===== config.mk =====
export PLATFORM = sky130hd
export DESIGN_NAME = chmap_ctrl
export DESIGN_NICKNAME = d
export VERILOG_FILES = /design/src/design/chmap_pkg.sv /design/src/design/chmap_ctrl.sv
export SDC_FILE = /design/constraint.sdc
export NUM_CORES = 1
export LEC_CHECK = 0
export BUFFER_PORTS_ARGS = -buffer_cell sky130_fd_sc_hd__buf_2
export CAP_MARGIN = 20
export CORE_AREA = 2 2 39 41
export CTS_CLUSTER_SIZE = 25
export DETAILED_ROUTE_END_ITERATION = 10
export DIE_AREA = 0 0 41 43
export SETUP_SLACK_MARGIN = 0.4
export SLEW_MARGIN = 10
export SYNTH_ARGS = -nofsm -noshare
export SYNTH_HDL_FRONTEND = slang
export SYNTH_SLANG_ARGS = --single-unit
export TNS_END_PERCENT = 10

===== constraint.sdc =====
create_clock -name clk_i -period 1.4 [get_ports clk_i]
set_clock_uncertainty 0.1 [all_clocks]
set_input_delay 0.07 -clock clk_i [delete_from_list [all_inputs] [get_ports clk_i]]
set_output_delay 0.07 -clock clk_i [all_outputs]
set_load 0.1 [all_outputs]

===== src/design/chmap_pkg.sv =====
// ----------------------------------------------------------------------------
// chmap_pkg - shared types and constants for the chained hash map engine
// Request and result items, request kinds, and the command and status
// structs that join the controller to the datapath.
// ----------------------------------------------------------------------------
package chmap_pkg;

  localparam int KEY_W       = 32;
  localparam int VALUE_W     = 32;
  localparam int COUNT_W     = 9;
  // key bits folded into the bucket remainder per hash step
  localparam int HASH_DIGIT  = 4;
  localparam int HASH_STEPS  = KEY_W / HASH_DIGIT;
  localparam int HASH_CNT_W  = $clog2(HASH_STEPS);

  localparam int NUM_BUCKETS_DEF = 16;
  localparam int POOL_NODES_DEF  = 256;
  localparam int KEY_BITS_DEF    = 32;
  localparam int VALUE_BITS_DEF  = 32;

  typedef enum logic [1:0] {
    KIND_PUT      = 2'd0,
    KIND_ERASE    = 2'd1,
    KIND_CONTAINS = 2'd2,
    KIND_GET      = 2'd3
  } kind_e;

  typedef struct packed {
    kind_e                kind;
    logic [KEY_W-1:0]     key;
    logic [VALUE_W-1:0]   value;
  } req_t;

  typedef struct packed {
    logic                 found;
    logic [VALUE_W-1:0]   read_value;
    logic                 full_res;
    logic [COUNT_W-1:0]   entry_count;
  } rsp_t;

  typedef struct packed {
    logic clear;   // write one entry of the reset clearing pass
    logic accept;  // capture a new item
    logic hash;    // one step of the bucket remainder
    logic head;    // bucket head read in flight
    logic load;    // head read data available
    logic fetch;   // node read in flight
    logic check;   // node read data available
    logic update;  // commit the item and present its result
  } cmd_t;

  typedef struct packed {
    logic clear_done;
    logic hash_done;
    logic head_null;
    logic walk_done;
  } sts_t;

endpackage


===== src/design/chmap_ctrl.sv =====
// ----------------------------------------------------------------------------
// chmap_ctrl - sequencer of the chained hash map engine
// Steps through clearing, hashing, the chain walk and the commit.
// ----------------------------------------------------------------------------
module chmap_ctrl (
  input  logic            clk_i,
  input  logic            rst_ni,
  input  logic            start_i,
  input  chmap_pkg::sts_t sts_i,
  output chmap_pkg::cmd_t cmd_o,
  output logic            busy_o
);

  typedef enum logic [7:0] {
    ST_CLEAR  = 8'b0000_0001,
    ST_IDLE   = 8'b0000_0010,
    ST_HASH   = 8'b0000_0100,
    ST_HEAD   = 8'b0000_1000,
    ST_LOAD   = 8'b0001_0000,
    ST_FETCH  = 8'b0010_0000,
    ST_CHECK  = 8'b0100_0000,
    ST_UPDATE = 8'b1000_0000
  } state_e;

  state_e state_q, state_d;

  always_comb begin
    state_d = state_q;
    cmd_o   = '0;
    case (state_q)
      ST_CLEAR: begin
        cmd_o.clear = 1'b1;
        if (sts_i.clear_done) state_d = ST_IDLE;
      end
      ST_IDLE: begin
        if (start_i) begin
          cmd_o.accept = 1'b1;
          state_d      = ST_HASH;
        end
      end
      ST_HASH: begin
        cmd_o.hash = 1'b1;
        if (sts_i.hash_done) state_d = ST_HEAD;
      end
      ST_HEAD: begin
        cmd_o.head = 1'b1;
        state_d    = ST_LOAD;
      end
      ST_LOAD: begin
        cmd_o.load = 1'b1;
        state_d    = sts_i.head_null ? ST_UPDATE : ST_FETCH;
      end
      ST_FETCH: begin
        cmd_o.fetch = 1'b1;
        state_d     = ST_CHECK;
      end
      ST_CHECK: begin
        cmd_o.check = 1'b1;
        state_d     = sts_i.walk_done ? ST_UPDATE : ST_FETCH;
      end
      ST_UPDATE: begin
        cmd_o.update = 1'b1;
        state_d      = ST_IDLE;
      end
      default: begin
        state_d = ST_IDLE;
      end
    endcase
  end

  always_ff @(posedge clk_i or negedge rst_ni) begin
    if (!rst_ni) begin
      state_q <= ST_CLEAR;
    end else begin
      state_q <= state_d;
    end
  end

  assign busy_o = (state_q != ST_IDLE);

  a_accept_only_idle: assert property (@(posedge clk_i) disable iff (!rst_ni)
    cmd_o.accept |-> !busy_o) else $error("item taken while busy");
  a_update_then_idle: assert property (@(posedge clk_i) disable iff (!rst_ni)
    cmd_o.update |=> !busy_o) else $error("no return to idle after commit");
  a_load_after_head: assert property (@(posedge clk_i) disable iff (!rst_ni)
    cmd_o.head |=> cmd_o.load) else $error("head read data not loaded");

endmodule


==> results.md, run 1 <==
* Final WS setup at -0.387 ns
* GRT met3 Usage at 3.14%
* R2r startpoint: state_q[3]$_DFFE_PN0P_
* Final setup fails at 10
* Drt wl/cell at 12.2 µm
* Final clock period utilization by the worst path at 128%
* Post-Layout Cell Count at 99
* Cells after synthesis at 48
* Number of buffers created by CTS at 3
* Final Critical Period at 1.79 ns
* Worst skew pair latency at 0.26 ns
* Clock Path Buffers at 2
* Layout cell share with drive strength beyond 1 at 48.2%
* Slew Viols, Final at 0
* Met2 GRT Util at 24.4%
* Clock-pin slew on the worst setup and hold paths at 0.05 ns
* XOR/XNOR Fraction of Synth Area at 1.82%
* Clock root buffer: clkbuf_4
* H-tree depth at 1
* HPWL after detailed placement at 934 µm
* Hold Path End: state_q[2]$_DFFE_PN0P_
* CTS tree: done
* Number of flops mapped to enable cells by yosys at 0
* R2r worst-path depth at 6
* Top cell type's share of synthesized area at 36.4%
* First DRT Iteration DRCs at 6
* Synth cell count leaders: nor2_1, dfrtp_1, o21ai_0
* WP data arrival at 1.62 ns
* Violated checks: setup timing
* Die X at 41 µm
* Hold Path Depth at 3
* N_diodes at 0
* Std cell rows at 14
* Grt total ovfl at 0
* Via count of the first global-routing pass at 473
* Gpl congestion at 0.750
* Met1 usage at 21.7%
* Combinational family with the most area after synthesis: simple AND/OR/NAND/NOR gates
* Post-layout util at 63.9%
* DRT Pass-1 Iters at 3
* CORE AREA at 1380 µm²
* Initial Utilization at 34.8%
* Leading registers by flop count: state_q x8
* Antenna violations before repair at 0
* Max-cap check violation count at 0
* Die height at 43 µm
* PortBufs at 15
* Syn avg cell area at 10.0 µm²
* GRT Overall Usage at 16.3%
* RSZ-0062 raised after global routing: true
* CP max FO at 4
* Critical Path Start Type: flop
* Filler cells at 107
* Maximum clock rate at 560 MHz
* Final Hold Slack at 0.0311 ns
* Synth Area in Compound Gates at 14.3%
* VDD IR max at 1.96 mV
* Post-Synth Simple-Gate Area at 39.7%
* Vias post-DR at 487
* ANT nets after route at 0
* Seq/Total Area, Yosys at 41.8%
* Crit end category: primary output
* Placed insts at 89
* Largest reg by FF count: state_q
* Worst Hold Class: primary input to flop
* Nets at 91
* Hold Crit Start: start_i
* PD cells at 1830 nW/µm²
* Outcome: complete, but fails checks
* Synth-to-layout area growth at 83.6%
* CP Class: flop to primary output
* Worst-Margin Slew at 0.282 ns
* Register bit total from synthesis at 8
* Count leader, synth: nor2_1
* Synth unique cells at 24
* Largest net degree at the start of global routing at 9
* Number of flip-flops in the largest register at 8
* Capture point of the worst reg-to-reg path: state_q[1]$_DFFE_PN0P_
* # IOs at 16
* Setup WS pre-CTS at -0.174 ns
* Cell taking the most area after synthesis: dfrtp_1
* Total Power at 1620 µW
* Gr busiest metal: met2
* Mux share of post-synthesis cell area at 0%
* Ys Warns at 0
* Ranking of synthesized cells by area: dfrtp_1, nor4_4, nor2_1
* Worst setup startpoint: state_q[3]$_DFFE_PN0P_
* Required time of the critical path at 1.23 ns
* Prevailing post-synth register cell: dfrtp_1
* Final hold violation count at 0
* Synthesized area at 482 µm²
* R2R Setup Slk at -0.26 ns
* Leakage at 0.000407 µW
* Post-synthesis adder-cell area fraction at 0%
* CTS sink cnt at 8
* First-pass GRT wire length at 1940 µm
* Relative slew slack at 81.1%
* Post-synth ARST share at 100%
* DR DRC count at 0
* Full die area at 1760 µm²
* Synthesized Nets at 55
* Routed WL at 1210 µm
* Drt via density at 4.92
==> power breakdown <==
group / internal, µW / leakage, µW / total [µW] / switching, µW
Sequential: 272 / 0.000104 / 311 / 39.2
Combinational: 447 / 0.000288 / 1120 / 672
Clock: 109 / 0.0000150 / 194 / 84.4
==> worst max-delay path: stages (launching register included) <==
cell      delay, ns
dfrtp_1        0.40
nor4_4         0.34
buf_4          0.18
nand4b_4       0.13
nor2_4         0.13
buf_12         0.18
==> worst max path at each step <==
| stage | end | slack (ns) | cells after the start |
|---|---|---|---|
| after floorplan | cmd_o[6] | -0.69 | 3 |
| final | cmd_o[6] | -0.39 | 5 |
| after global placement | state_q[1]$_DFFE_PN0P_ | -0.18 | 5 |
| after global routing | cmd_o[6] | -0.46 | 5 |
| after detailed placement | state_q[1]$_DFFE_PN0P_ | -0.17 | 5 |
| after CTS | cmd_o[6] | -0.40 | 5 |
==> cell type report <==
class                           instances  area, µm²  area share (%)
Timing Repair Buffer                   31        330            37.3
Multi-Input combinational cell         37        295            33.4
Sequential cell                         8        201            22.8
Clock buffer                            4       26.3            2.97
Tap cell                               16       20.0            2.26
Inverter                                3       11.3            1.27
==> routing by layer <==
layer  share of wire, %  up-vias
li1                   -      251
met1                 44      231
met2                 54        5
met3                1.4        0
met4                  0        0
met5                  0        -
==> metrics by stage <==
stage / area, µm² / setup TNS (ns)
final: 885 / -3.02
after global routing: 885 / -4.06
after CTS: 885 / -3.21
after detailed placement: 793 / -0.895
after global placement: 793 / -0.973
after floorplan: 503 / -5.69
==> placed cells by master (no fill, tap or decap), types with 2 or more instances in the layout <==
cell type	netlist	layout
buf_2	0	6
and4b_1	3	3
nor2_2	0	2
buf_4	0	12
nor2_1	9	6
clkbuf_4	0	3
nand2b_1	2	2
inv_2	0	2
dfrtp_1	7	7
dlygate4sd3_1	0	5
buf_12	0	8
nand2_1	2	2
o21ai_0	4	4
nor4_4	2	2
==> cell families after synthesis <==
logic type,after synthesis
AO/OA/AOI/OAI,10
buffers and inverters,3
AND/OR/NAND/NOR,26
flip-flops,8
XOR/XNOR,1
==> timing repair <==
item                                    4_1_cts  5_1_grt
endpoints found under the setup margin       17       17
resized for setup                             4        0
hold buffers                                  5        0
endpoints found under the hold margin        13        0
setup buffers                                 1        0
pin swaps                                     5        1
(Power assumes the default switching activity.)
==> inputs of run 2 (changes only) <==
clock period = 1.6 ns   (was 1.4 ns; I/O delays follow)
==> results.md, run 2 (same netlist as run 1, synthesis figures left out) <==
* Outcome: complete, but fails checks
* Violated checks: setup timing
* WP data arrival at 1.57 ns
* H-tree depth at 1
* Leading registers by flop count: state_q x8
* Slew Viols, Final at 0
* Antenna violations before repair at 0
* PortBufs at 15
* Nets at 87
* Final Critical Period at 1.75 ns
* N_diodes at 0
* Critical Path Start Type: flop
* Synth-to-layout area growth at 80.0%
* Final setup fails at 9
* First-pass GRT wire length at 1930 µm
* Drt via density at 5.12
* Number of buffers created by CTS at 3
* DRT Pass-1 Iters at 2
* HPWL after detailed placement at 846 µm
* Top cell family by delay on the critical path: simple AND/OR/NAND/NOR gates
* Std cell rows at 14
* First DRT Iteration DRCs at 2
* CP bufs+invs at 2
* CP Class: flop to primary output
* Post-Layout Cell Count at 95
* Clock-pin slew on the worst setup and hold paths at 0.06 ns
* Maximum clock rate at 572 MHz
* Worst skew pair latency at 0.26 ns
* Post-layout util at 62.7%
* # IOs at 16
* Largest reg by FF count: state_q
* Final Cell Area at 867 µm²
* GRT Overall Usage at 17.1%
* Routed WL at 1140 µm
* Final hold violation count at 0
* PD cells at 1630 nW/µm²
* CP Cell Sequence: nor4_4, buf_4, nand4b_4, nor2_4, buf_12
* CP max stage delay at 0.41 ns
* Most frequent cells in the layout: buf_4, buf_12, dfrtp_1
* Final clock period utilization by the worst path at 109%
* ANT nets after route at 0
* Die X at 41 µm
* Grt total ovfl at 0
* Number of flip-flops in the largest register at 8
* Crit end category: primary output
* Clock root buffer: clkbuf_4
* Vias post-DR at 486
* Final WS setup at -0.150 ns
* Layout cell share with drive strength beyond 1 at 48.1%
* Worst Hold Class: primary input to flop
* Largest net degree at the start of global routing at 9
* Critical-path top delay cell: dfrtp_1
* CORE AREA at 1380 µm²
* Initial Utilization at 34.8%
* Max-cap check violation count at 0
* Cell Area, Placed at 756 µm²
* CTS tree: done
* VDD IR max at 1.37 mV
* Placed insts at 84
* Relative slew slack at 80.6%
* Leakage at 0.000400 µW
* Drt wl/cell at 12.0 µm
* Required time of the critical path at 1.42 ns
* CTS sink cnt at 8
* RSZ-0062 raised after global routing: true
* DR DRC count at 0
* Clock Path Buffers at 2
* Gpl congestion at 0.769
* Worst-Margin Slew at 0.288 ns
* Full die area at 1760 µm²
* Via count of the first global-routing pass at 458
* CP max FO at 5
* Die height at 43 µm
## run 2: what timing repair did
action,in CTS,in global routing
hold buffers,5,0
endpoints found under the setup margin,15,17
setup buffers,1,1
resized for setup,4,3
pin swaps,5,3
endpoints found under the hold margin,13,0
## run 2: layer usage
| layer | part of all wire, % | up-vias | GRT usage (%) |
|---|---|---|---|
| met1 | 48 | 229 | 22.1 |
| met4 | 3.0 | 0 | 10.0 |
| met5 | 0 | - | 0 |
| met3 | 2.9 | 4 | 6.28 |
| li1 | - | 245 | - |
| met2 | 46 | 8 | 23.4 |
## run 2: power by group
group | internal (µW) | switching [µW]
Clock | 96.3 | 81.9
Combinational | 370 | 591
Sequential | 238 | 34.0
## run 2: per-stage QoR
stage / TNS, ns / hold WS, ns / setup slack (ns) / total power (µW)
finish: -0.968 / 0.0665 / -0.150 / 1410
CTS: -1.03 / 0.0546 / -0.141 / 1380
floorplan: -3.16 / -0.316 / -0.501 / 913
global route: -1.55 / 0.0750 / -0.203 / 1470
detailed placement: -0.000943 / -0.166 / -0.000943 / 1160
global placement: -0.0314 / -0.163 / -0.0314 / 1150
## run 2: worst register-to-register path, stage by stage, from the launching register on
cell and delay [ns]:
dfrtp_1 0.41, buf_4 0.17, nand2b_1 0.23, o2bb2ai_1 0.19
a32oi_1 0.11, a211oi_1 0.22
## run 2: worst paths after layout
check	slack (ns)	startpoint	to	cells after the start
min reg2reg	0.58	state_q[0]$_DFFE_PN1P_	state_q[0]$_DFFE_PN1P_	2
max reg2reg	0.08	state_q[1]$_DFFE_PN0P_	state_q[1]$_DFFE_PN0P_	5
max	-0.15	state_q[3]$_DFFE_PN0P_	cmd_o[6]	5
min in group asynchronous	0.09	rst_ni	state_q[5]$_DFFE_PN0P_	2
max in group asynchronous	1.07	rst_ni	state_q[0]$_DFFE_PN1P_	2
min	0.07	start_i	state_q[2]$_DFFE_PN0P_	3
## run 2: layout make-up
| cell class | count | area [µm²] |
|---|---|---|
| clock buffers | 4 | 26.3 |
| inverters | 3 | 11.3 |
| fillers | 115 | 517 |
| multi-input cells | 37 | 308 |
| flip-flops and latches | 8 | 201 |
| repair buffers | 27 | 300 |
| well taps | 16 | 20.0 |
==> inputs of run 3 (changes only) <==
CELL_PAD_IN_SITES_DETAIL_PLACEMENT = 1   (was default)
CELL_PAD_IN_SITES_GLOBAL_PLACEMENT = 1   (was default)
CORE_AREA = default   (was 2 2 39 41)
CORE_MARGIN = 1   (was default)
CORE_UTILIZATION = 31   (was default)
DIE_AREA = default   (was 0 0 41 43)
PLACE_DENSITY_LB_ADDON = 0.1   (was default)
SETUP_SLACK_MARGIN = 0.15   (was 0.4)
==> results.md, run 3 (same netlist as run 1, synthesis figures left out) <==
* PD cells at 1650 nW/µm²
* Leakage at 0.000427 µW
* Violated checks: setup timing
* Hold Path Depth at 3
* Internal power at 736 µW
* Filler cells at 141
* Antenna violations before repair at 0
* Slew Viols, Final at 0
* Via count of the first global-routing pass at 585
* Layout cell share with drive strength beyond 1 at 51.8%
* DR DRC count at 0
* WP data arrival at 1.63 ns
* Area of the multi-input gates at 313 µm²
* Commonest non-fill, non-tap cell in the layout: buf_4
* PortBufs at 15
* Final clock period utilization by the worst path at 113%
* Critical-path top delay cell: dfrtp_1
* Clock root buffer: clkbuf_4
* Nets at 91
* CORE AREA at 1370 µm²
* Critical Path Start Type: flop
* Drt via density at 5.52
* Worst skew pair latency at 0.26 ns
* CTS tree: done
* RSZ-0062 raised after global routing: true
* Vias post-DR at 541
* Final hold violation count at 0
* ANT nets after route at 0
* Logic pwr share at 69.6%
* Clock power share at 11.7%
* Relative slew slack at 76.4%
* Die height at 41.4 µm
* Initial Utilization at 35.3%
* Clock-pin slew on the worst setup and hold paths at 0.06 ns
* GRT Overall Usage at 20.7%
* CP Cell Sequence: nor4_4, buf_4, nand4b_4, nor2_4, buf_12
* Seq pwr share at 18.7%
* Outcome: complete, but fails checks
* First DRT Iteration DRCs at 7
* CP max stage delay at 0.42 ns
* Sum Neg Setup Slack at -1.57 ns
* Required time of the critical path at 1.42 ns
* N_diodes at 0
* Worst-Margin Slew at 0.352 ns
* Clock Path Buffers at 2
* Drt wl/cell at 17.1 µm
* Switching Share at 50.7%
* Leading registers by flop count: state_q x8
* DRT Pass-1 Iters at 4
* Final Critical Period at 1.81 ns
* Worst Hold Class: primary input to flop
* Largest reg by FF count: state_q
* Reg area at 201 µm²
* Die X at 41.4 µm
* Routed WL at 1680 µm
* Post-layout util at 66.2%
* Number of buffers created by CTS at 3
* CP Class: flop to primary output
* VDD IR max at 1.40 mV
* Crit end category: primary output
* Largest net degree at the start of global routing at 9
* Most frequent cells in the layout: buf_4, buf_12, dfrtp_1
* R2r worst-path depth at 6
* Synth-to-layout area growth at 87.8%
* CP max FO at 5
* H-tree depth at 1
* Grt total ovfl at 0
* Final WS setup at -0.206 ns
* Sw power at 755 µW
* # IOs at 16
* First-pass GRT wire length at 2790 µm
* Final setup fails at 10
* Number of flip-flops in the largest register at 8
* Max-cap check violation count at 0
* Gpl congestion at 0.713
* Std cell rows at 13
* Maximum clock rate at 554 MHz
* HPWL after detailed placement at 1110 µm
* CTS sink cnt at 8
* Full die area at 1720 µm²
run 3: power groups by stage:
stage | logic, µW | registers, µW | clock network [µW]
after floorplan | 611 | 302 | 0
after global placement | 882 | 277 | 0
after detailed placement | 907 | 278 | 0
after CTS | 1030 | 275 | 179
after global routing | 1080 | 282 | 190
final | 1040 | 278 | 174
run 3: cell type report:
class,count,share of cell area [%]
well taps,15,2.07
inverters,3,1.24
clock buffers,4,2.90
flip-flops and latches,8,22.3
multi-input cells,37,34.6
repair buffers,31,36.9
run 3: worst paths after layout:
path | start | slack, ns | endpoint
max reg2reg | state_q[3]$_DFFE_PN0P_ | -0.11 | state_q[1]$_DFFE_PN0P_
min in group asynchronous | rst_ni | 0.13 | state_q[5]$_DFFE_PN0P_
min | start_i | 0.05 | state_q[2]$_DFFE_PN0P_
max in group asynchronous | rst_ni | 1.01 | state_q[0]$_DFFE_PN1P_
min reg2reg | state_q[0]$_DFFE_PN1P_ | 0.56 | state_q[0]$_DFFE_PN1P_
max | state_q[3]$_DFFE_PN0P_ | -0.21 | cmd_o[6]
run 3: metal layers:
layer	up-vias	global-route usage, %	part of all wire [%]
met4	0	7.74	1.5
met5	-	0	0
met1	271	27.1	43
li1	255	-	-
met3	4	2.61	2.6
met2	11	34.7	53
run 3: per-stage QoR:
| step | worst slack [ns] | area, µm² | cells | power, µW | hold WS (ns) |
|---|---|---|---|---|---|
| after floorplan | -0.501 | 503 | 48 | 913 | -0.316 |
| after global routing | -0.274 | 905 | 98 | 1560 | 0.0578 |
| after CTS | -0.164 | 890 | 98 | 1480 | 0.0336 |
| after detailed placement | -0.0646 | 754 | 83 | 1190 | -0.166 |
| final | -0.206 | 905 | 98 | 1490 | 0.0454 |
| after global placement | -0.0108 | 754 | 83 | 1160 | -0.166 |
run 3: repair_timing:
| action | 4_1_cts | 5_1_grt |
|---|---|---|
| hold buffers | 5 | 0 |
| endpoints found under the hold margin | 13 | 0 |
| resized for setup | 5 | 4 |
| buffers inserted | 6 | 0 |
| pin swaps | 8 | 3 |
| setup endpoints to repair | 13 | 14 |
run 3: worst max-delay path, delay by kind of cell, from the launching register on:
family	cells	cell delay [ns]
and+or+nand+nor	3	0.59
DFF	1	0.42
buffers and inverters	2	0.37
